==> config.mk <==
export PLATFORM = sky130hd
export DESIGN_NAME = utf8_decoder_with_position_unit
export DESIGN_NICKNAME = d
export VERILOG_FILES = /design/src/rtl/utf8p_pkg.sv /design/src/rtl/utf8p_in_stage.sv /design/src/rtl/utf8p_core.sv /design/src/rtl/utf8p_out_fifo.sv /design/src/rtl/utf8_decoder_with_position_unit.sv
export SDC_FILE = /design/constraint.sdc
export NUM_CORES = 1
export LEC_CHECK = 0
export BUFFER_PORTS_ARGS = -buffer_cell sky130_fd_sc_hd__buf_2
export CORE_MARGIN = 5
export CORE_UTILIZATION = 35
export DETAILED_ROUTE_END_ITERATION = 10
export SYNTH_ARGS = -nofsm -noshare
export SYNTH_HDL_FRONTEND = slang
export SYNTH_HIERARCHICAL = 1
export SYNTH_SLANG_ARGS = --single-unit
==> constraint.sdc <==
create_clock -name clk -period 7.2 [get_ports clk]
set_input_delay 0.72 -clock clk [delete_from_list [all_inputs] [get_ports clk]]
set_output_delay 0.72 -clock clk [all_outputs]
set_load 0.03 [all_outputs]
==> src/rtl/utf8p_pkg.sv <==
// ---------------------------------------------------------------------------
// utf8p_pkg
// Shared types and constants for the UTF-8 decoder with position tracking.
// ---------------------------------------------------------------------------
package utf8p_pkg;

    localparam int CP_W  = 21;
    localparam int POS_W = 32;
    localparam int ST_W  = 2;

    localparam logic [ST_W-1:0] ST_VALID    = 2'd0;
    localparam logic [ST_W-1:0] ST_BAD_LEAD = 2'd1;
    localparam logic [ST_W-1:0] ST_BAD_CONT = 2'd2;

    localparam logic [CP_W-1:0]  CP_NEWLINE = 21'h00000A;
    localparam logic [CP_W-1:0]  CP_BOM     = 21'h00FEFF;
    localparam logic [POS_W-1:0] POS_MAX    = 32'hFFFF_FFFF;

    typedef struct packed {
        logic [CP_W-1:0]  code_point;
        logic [POS_W-1:0] line_number;
        logic [POS_W-1:0] column_number;
        logic [ST_W-1:0]  status;
    } result_t;

endpackage

==> src/rtl/utf8p_in_stage.sv <==
// ---------------------------------------------------------------------------
// utf8p_in_stage
// Input byte register; hands the core one beat per cycle while room is set.
// ---------------------------------------------------------------------------
module utf8p_in_stage (
    input  logic       clk,
    input  logic       rst_n,
    input  logic       in_valid,
    output logic       in_stall,
    input  logic [7:0] raw_byte,
    input  logic       room,
    output logic       byte_valid,
    output logic [7:0] byte_data
);

    logic       valid_reg;
    logic       valid_next;
    logic [7:0] byte_reg;
    logic       advance;
    logic       accept;

    assign advance    = valid_reg && room;
    assign in_stall   = valid_reg && !room;
    assign accept     = in_valid && !in_stall;
    assign byte_valid = advance;
    assign byte_data  = byte_reg;

    always_comb
    begin
        valid_next = valid_reg;
        if (accept)
        begin
            valid_next = 1'b1;
        end
        else if (advance)
        begin
            valid_next = 1'b0;
        end
    end

    always_ff @(posedge clk or negedge rst_n)
    begin
        if (!rst_n)
        begin
            valid_reg <= 1'b0;
        end
        else
        begin
            valid_reg <= valid_next;
        end
    end

    always_ff @(posedge clk)
    begin
        if (accept)
        begin
            byte_reg <= raw_byte;
        end
    end

endmodule

==> src/rtl/utf8p_core.sv <==
// ---------------------------------------------------------------------------
// utf8p_core
// Character assembly, error detection, row/column tracking and mark drop.
// ---------------------------------------------------------------------------
module utf8p_core (
    input  logic                clk,
    input  logic                rst_n,
    input  logic                cfg_we,
    input  logic                cfg_wdata,
    input  logic                byte_valid,
    input  logic [7:0]          byte_data,
    output logic                res_valid,
    output utf8p_pkg::result_t  res
);
    import utf8p_pkg::*;

    logic [CP_W-1:0]  partial_reg;
    logic [CP_W-1:0]  partial_next;
    logic [1:0]       remain_reg;
    logic [1:0]       remain_next;
    logic [POS_W-1:0] row_reg;
    logic [POS_W-1:0] row_next;
    logic [POS_W-1:0] col_reg;
    logic [POS_W-1:0] col_next;
    logic             start_reg;
    logic             start_next;
    logic             drop_bom_reg;

    logic             emit;
    logic [CP_W-1:0]  fin_cp;
    logic [ST_W-1:0]  fin_st;
    logic [CP_W-1:0]  shifted;
    logic             is_newline;
    logic             is_lead_bom;

    assign shifted = {partial_reg[CP_W-7:0], byte_data[5:0]};

    always_comb
    begin
        partial_next = partial_reg;
        remain_next  = remain_reg;
        emit         = 1'b0;
        fin_cp       = partial_reg;
        fin_st       = ST_VALID;
        if (byte_valid)
        begin
            if (remain_reg != 2'd0)
            begin
                if (byte_data[7:6] != 2'b10)
                begin
                    emit   = 1'b1;
                    fin_cp = partial_reg;
                    fin_st = ST_BAD_CONT;
                end
                else
                begin
                    remain_next  = remain_reg - 2'd1;
                    partial_next = shifted;
                    if (remain_reg == 2'd1)
                    begin
                        emit   = 1'b1;
                        fin_cp = shifted;
                    end
                end
            end
            else
            begin
                priority if (byte_data[7] == 1'b0)
                begin
                    emit   = 1'b1;
                    fin_cp = {{(CP_W-8){1'b0}}, byte_data};
                end
                else if (byte_data[7:5] == 3'b110)
                begin
                    partial_next = {{(CP_W-5){1'b0}}, byte_data[4:0]};
                    remain_next  = 2'd1;
                end
                else if (byte_data[7:4] == 4'b1110)
                begin
                    partial_next = {{(CP_W-4){1'b0}}, byte_data[3:0]};
                    remain_next  = 2'd2;
                end
                else if (byte_data[7:3] == 5'b11110)
                begin
                    partial_next = {{(CP_W-3){1'b0}}, byte_data[2:0]};
                    remain_next  = 2'd3;
                end
                else
                begin
                    emit   = 1'b1;
                    fin_cp = {{(CP_W-8){1'b0}}, byte_data};
                    fin_st = ST_BAD_LEAD;
                end
            end
        end
    end

    assign is_newline  = (fin_st == ST_VALID) && (fin_cp == CP_NEWLINE);
    assign is_lead_bom = start_reg && drop_bom_reg && (fin_st == ST_VALID)
                         && (fin_cp == CP_BOM);

    always_comb
    begin
        row_next   = row_reg;
        col_next   = col_reg;
        start_next = start_reg;
        if (emit)
        begin
            start_next = 1'b0;
            if (is_newline)
            begin
                row_next = (row_reg == POS_MAX) ? row_reg : row_reg + 32'd1;
                col_next = '0;
            end
            else
            begin
                col_next = (col_reg == POS_MAX) ? col_reg : col_reg + 32'd1;
            end
        end
    end

    assign res_valid         = emit && !is_lead_bom;
    assign res.code_point    = fin_cp;
    assign res.line_number   = row_next;
    assign res.column_number = col_next;
    assign res.status        = fin_st;

    always_ff @(posedge clk or negedge rst_n)
    begin
        if (!rst_n)
        begin
            partial_reg  <= '0;
            remain_reg   <= 2'd0;
            row_reg      <= 32'd1;
            col_reg      <= '0;
            start_reg    <= 1'b1;
            drop_bom_reg <= 1'b1;
        end
        else
        begin
            partial_reg <= emit ? '0 : partial_next;
            remain_reg  <= emit ? 2'd0 : remain_next;
            row_reg     <= row_next;
            col_reg     <= col_next;
            start_reg   <= start_next;
            if (cfg_we)
            begin
                drop_bom_reg <= cfg_wdata;
            end
        end
    end

    a_row_nonzero: assert property (@(posedge clk) disable iff (!rst_n)
        row_reg != '0)
        else $error("row counter reached zero");

    a_bad_lead_idle: assert property (@(posedge clk) disable iff (!rst_n)
        (emit && fin_st == ST_BAD_LEAD) |-> (remain_reg == 2'd0))
        else $error("bad lead reported inside a character");

    a_emit_closes: assert property (@(posedge clk) disable iff (!rst_n)
        emit |=> (remain_reg == 2'd0 && !start_reg))
        else $error("character not closed after result");

    a_newline_col: assert property (@(posedge clk) disable iff (!rst_n)
        (emit && is_newline) |=> (col_reg == '0))
        else $error("column not cleared after newline");

endmodule

==> src/rtl/utf8p_out_fifo.sv <==
// ---------------------------------------------------------------------------
// utf8p_out_fifo
// Two-entry result buffer; the head entry drives the output beat.
// ---------------------------------------------------------------------------
module utf8p_out_fifo (
    input  logic               clk,
    input  logic               rst_n,
    input  logic               push,
    input  utf8p_pkg::result_t push_data,
    output logic               room,
    output logic               out_valid,
    input  logic               out_stall,
    output utf8p_pkg::result_t head
);
    import utf8p_pkg::*;

    result_t    entry_reg [2];
    logic       wr_ptr_reg;
    logic       rd_ptr_reg;
    logic [1:0] count_reg;
    logic [1:0] count_next;
    logic       pop;

    assign out_valid = (count_reg != 2'd0);
    assign room      = (count_reg != 2'd2);
    assign pop       = out_valid && !out_stall;
    assign head      = entry_reg[rd_ptr_reg];

    always_comb
    begin
        count_next = count_reg;
        unique case ({push, pop})
            2'b10:   count_next = count_reg + 2'd1;
            2'b01:   count_next = count_reg - 2'd1;
            default: count_next = count_reg;
        endcase
    end

    always_ff @(posedge clk or negedge rst_n)
    begin
        if (!rst_n)
        begin
            wr_ptr_reg <= 1'b0;
            rd_ptr_reg <= 1'b0;
            count_reg  <= 2'd0;
        end
        else
        begin
            count_reg <= count_next;
            if (push)
            begin
                wr_ptr_reg <= !wr_ptr_reg;
            end
            if (pop)
            begin
                rd_ptr_reg <= !rd_ptr_reg;
            end
        end
    end

    always_ff @(posedge clk)
    begin
        if (push)
        begin
            entry_reg[wr_ptr_reg] <= push_data;
        end
    end

endmodule

==> src/rtl/utf8_decoder_with_position_unit.sv <==
// ---------------------------------------------------------------------------
// utf8_decoder_with_position_unit
// Takes one byte a beat, takes apart UTF-8 and gives code point, row, column
// and status for each finished character or error. A byte is taken every
// cycle while the input does not stall; it is held in the input register and
// then decoded into a two-entry result buffer. The input stalls only while
// that buffer is full. A leading U+FEFF is dropped when drop_bom_reg (core),
// written through cfg_we/cfg_wdata (reset 1), is set.
// ---------------------------------------------------------------------------
module utf8_decoder_with_position_unit (
    input  logic        clk,
    input  logic        rst_n,
    input  logic        cfg_we,
    input  logic        cfg_wdata,
    input  logic        in_valid,
    output logic        in_stall,
    input  logic [7:0]  raw_byte,
    output logic        out_valid,
    input  logic        out_stall,
    output logic [20:0] code_point,
    output logic [31:0] line_number,
    output logic [31:0] column_number,
    output logic [1:0]  status
);
    import utf8p_pkg::*;

    logic       room;
    logic       byte_valid;
    logic [7:0] byte_data;
    logic       res_valid;
    result_t    res;
    result_t    head;

    utf8p_in_stage u_in (
        .clk        (clk),
        .rst_n      (rst_n),
        .in_valid   (in_valid),
        .in_stall   (in_stall),
        .raw_byte   (raw_byte),
        .room       (room),
        .byte_valid (byte_valid),
        .byte_data  (byte_data)
    );

    utf8p_core u_core (
        .clk        (clk),
        .rst_n      (rst_n),
        .cfg_we     (cfg_we),
        .cfg_wdata  (cfg_wdata),
        .byte_valid (byte_valid),
        .byte_data  (byte_data),
        .res_valid  (res_valid),
        .res        (res)
    );

    utf8p_out_fifo u_out (
        .clk        (clk),
        .rst_n      (rst_n),
        .push       (res_valid),
        .push_data  (res),
        .room       (room),
        .out_valid  (out_valid),
        .out_stall  (out_stall),
        .head       (head)
    );

    assign code_point    = head.code_point;
    assign line_number   = head.line_number;
    assign column_number = head.column_number;
    assign status        = head.status;

endmodule

==> results.toml <==
[synthesis]
ys_ff_latch = 276
synth-compound-area-share_pct = 4.089
synth_edf_count = 182
async_reset_ff_share_pct = 34.06
yosys.area_share.simple_pct = 12.77
syn-num-nets = 869
yosys.cell_count.top_type = "edfxtp_1"
synthAdderAreaFrac_pct = 0.3170
synth.mux.area_fraction_pct = 9.615
yosysSeqAreaShare_pct = 66.05
yosysUniqueCellTypes = 60
synth_area_leader_cell = "edfxtp_1"
synth_top_area_share_pct = 46.15
synth_commonest_cells = "edfxtp_1, dfrtp_1, mux2_2, nand2_1, nor2_1"
synth_area_per_cell_um2 = 13.90
synth_xor_area_share_pct = 4.512
syn_inst = 852
syn_area_mm2 = 0.01184
yosysWarnings = 6
synthTopCellsByArea = "edfxtp_1, dfrtp_1, mux2_2"
synth_top_family_by_area = "simple AND/OR/NAND/NOR gates"
ys.flop_type = "edfxtp_1"

[power_and_ir_drop]
p_leak_nw = 5.402
p_sw_share_pct = 36.07
ir_drop_mv = 0.2586
power_frac_seq_pct = 40.4
pwr-share-clk_pct = 26.0
finalPower_mw = 5.786
powerDensity_mw_per_mm2 = 419.8
power.switching_mw = 2.087
p_int_mw = 3.699
comb_power_share_pct = 33.6

[clock_network]
ctsLongestPathBuffers = 3
numCtsBuffers = 30
cts_sinks = 276
clk_latency_ps = 540
post-cts-setup-buffers = 0
ctsHoldBuffers = 0
h-tree-depth = 1
clk_root_buffer_cell = "clkbuf_16"
cts_tree = "built"
path_clk_slew_ps = 60
ctsResizeCount = 0

[timing]
slew_violations = 0
fmax_mhz = 215.1
setup-violations-final = 0
whs_ps = 164.0
relSlewSlack_pct = 29.19
clock-skew-final_ps = 11.25
period_needed_ps = 4650
worstMarginPinSlew_ps = 1059
finalHoldViolations = 0
setup-tns-final_ps = 0
rsz0062_at_grt = "false"
fin_crit_sh_pct = 64.58

[critical_path]
crit_start = "u_out/count_reg[0]"
slowest_stage = "nand3_1"
r2r_setup_slack_ps = 2550
slowest_delay_ps = 830
timing.critical_path.to = "u_out/entry_reg[1][64]"
r2r-start = "u_out/count_reg[0]"
arrival_ps = 4930
r2r_end = "u_out/entry_reg[1][64]"
cp-end-kind = "flop"
critPathKind = "reg2reg"
cp_max_fo = 29
required_ps = 7480
reg2regPathDepth = 11
path_cells = "nand2b_1, and2_1, buf_4, nand2b_1, a21oi_1, and2_1, mux2i_1, nor4_2, nand3_1, nor3_1, mux2_2"
startpoint_type = "flop"

[routing]
num_vias = 6983
postRouteAntennaNets = 0
remaining_drc_errors = 0
firstDrtPassIters = 5
drt_iter0_markers = 431
wire_per_inst_um = 17.42
viasPerCell = 4.876
routed_wl_mm = 24.95

[place]
dpl.hpwl_mm = 16.03
gp_congestion = 0.8297
numPortBuffers = 102

[floorplanning]
die_area_mm2 = 0.03761
boundaryPins = 103
die-height_um = 193.9
coreArea_mm2 = 0.03345
dieWidth_um = 193.9
start_util_pct = 35.40
rows = 67

[cells_and_area]
drive_gt1_share_pct = 28.25
diodes = 0
area_delta_synth_final_pct = 16.41
largest_reg_flops = 174
nets = 977

[global_route]
grt_pass1_wl_mm = 40.19
grt_max_degree = 69
gr-usage-all-layers_pct = 13.05
grt_pass1_vias = 7098
overflow = 0
antenna_found_initial = 0

[min_path]
min_path_type = "in2async"

[job]
drv_cap = 0

[outcome]
status = "completed"
## how the worst min path moves through the flow
stage	from	to	slack, ps	cells after the start
2_1_floorplan	rst_n	u_core/col_reg[0]	420	0
3_3_place_gp	u_out/count_reg[1]	u_out/count_reg[1]	480	1
3_5_place_dp	u_core/row_reg[17]	u_core/row_reg[17]	480	1
4_1_cts	rst_n	u_core/col_reg[14]	180	1
5_1_grt	rst_n	u_core/col_reg[13]	180	1
6_report	rst_n	u_core/col_reg[14]	160	1
## cell type report
class | count | area, µm²
clock buffer | 45 | 899.6
inverter | 27 | 101.3
tap | 448 | 560.5
fill | 3119 | 19660
sequential | 276 | 7825
multi-input combinational | 515 | 3722
clock inverter | 11 | 90.09
timing repair buffer | 110 | 585.6
## layer usage
metal,global-route usage (%),routed length [µm]
met3,2.381,1059
met1,19.31,12010
met4,3.021,502
met5,0,0
met2,20.16,11370
## power groups by stage
stage                     Clock [mW]  Combinational, mW  Sequential, mW
after CTS                       1.55               2.00            2.34
after global placement             0               1.99            2.35
final                           1.51               1.95            2.33
after floorplan                    0               1.51            2.30
after global routing            1.62               2.09            2.38
after detailed placement           0               1.99            2.37
## worst max-delay path, delay by kind of cell, from the launching register on
family / cells / cell delay, ps
AOI/OAI and AO/OA: 1 / 260
buffers and inverters: 1 / 260
DFF: 1 / 400
muxes: 2 / 660
and+or+nand+nor: 7 / 2780
## logic make-up (layout without fill, tap and decap cells)
logic type / count (synthesis) / in the layout
DFF: 276 / 276
buffers and inverters: 61 / 193
muxes: 95 / 95
and+or+nand+nor: 275 / 275
AOI/OAI and AO/OA: 81 / 81
xor gates and xnor gates: 61 / 61
adders and majority gates: 3 / 3
## placed cells by master, fill, tap and decap left out, drive strengths merged, types with 7 or more instances in the layout
cell,netlist,layout
a21oi,13,13
and2,12,12
and3,14,14
and4,8,8
buf,25,110
clkbuf,9,45
dfrtp,91,91
edfxtp,182,182
inv,27,27
mux2,90,90
nand2,63,63
nand2b,7,7
nand3,28,28
nand4,27,27
nor2,57,57
nor3,18,18
nor4,9,9
o21ai,49,49
or3,9,9
xnor2,24,24
xor2,37,37
## per-stage QoR
stage | worst slack (ps) | std cells | utilization (%) | area (µm²)
floorplan | 921.7 | 852 | - | 11840
global placement | 2659 | 1376 | 38.25 | 12790
detailed placement | 2564 | 1376 | 38.25 | 12790
CTS | 2542 | 1432 | 41.21 | 13780
global route | 2152 | 1432 | 41.21 | 13780
finish | 2550 | 1432 | 41.21 | 13780
No activity file was read; power rests on OpenSTA's default activity.
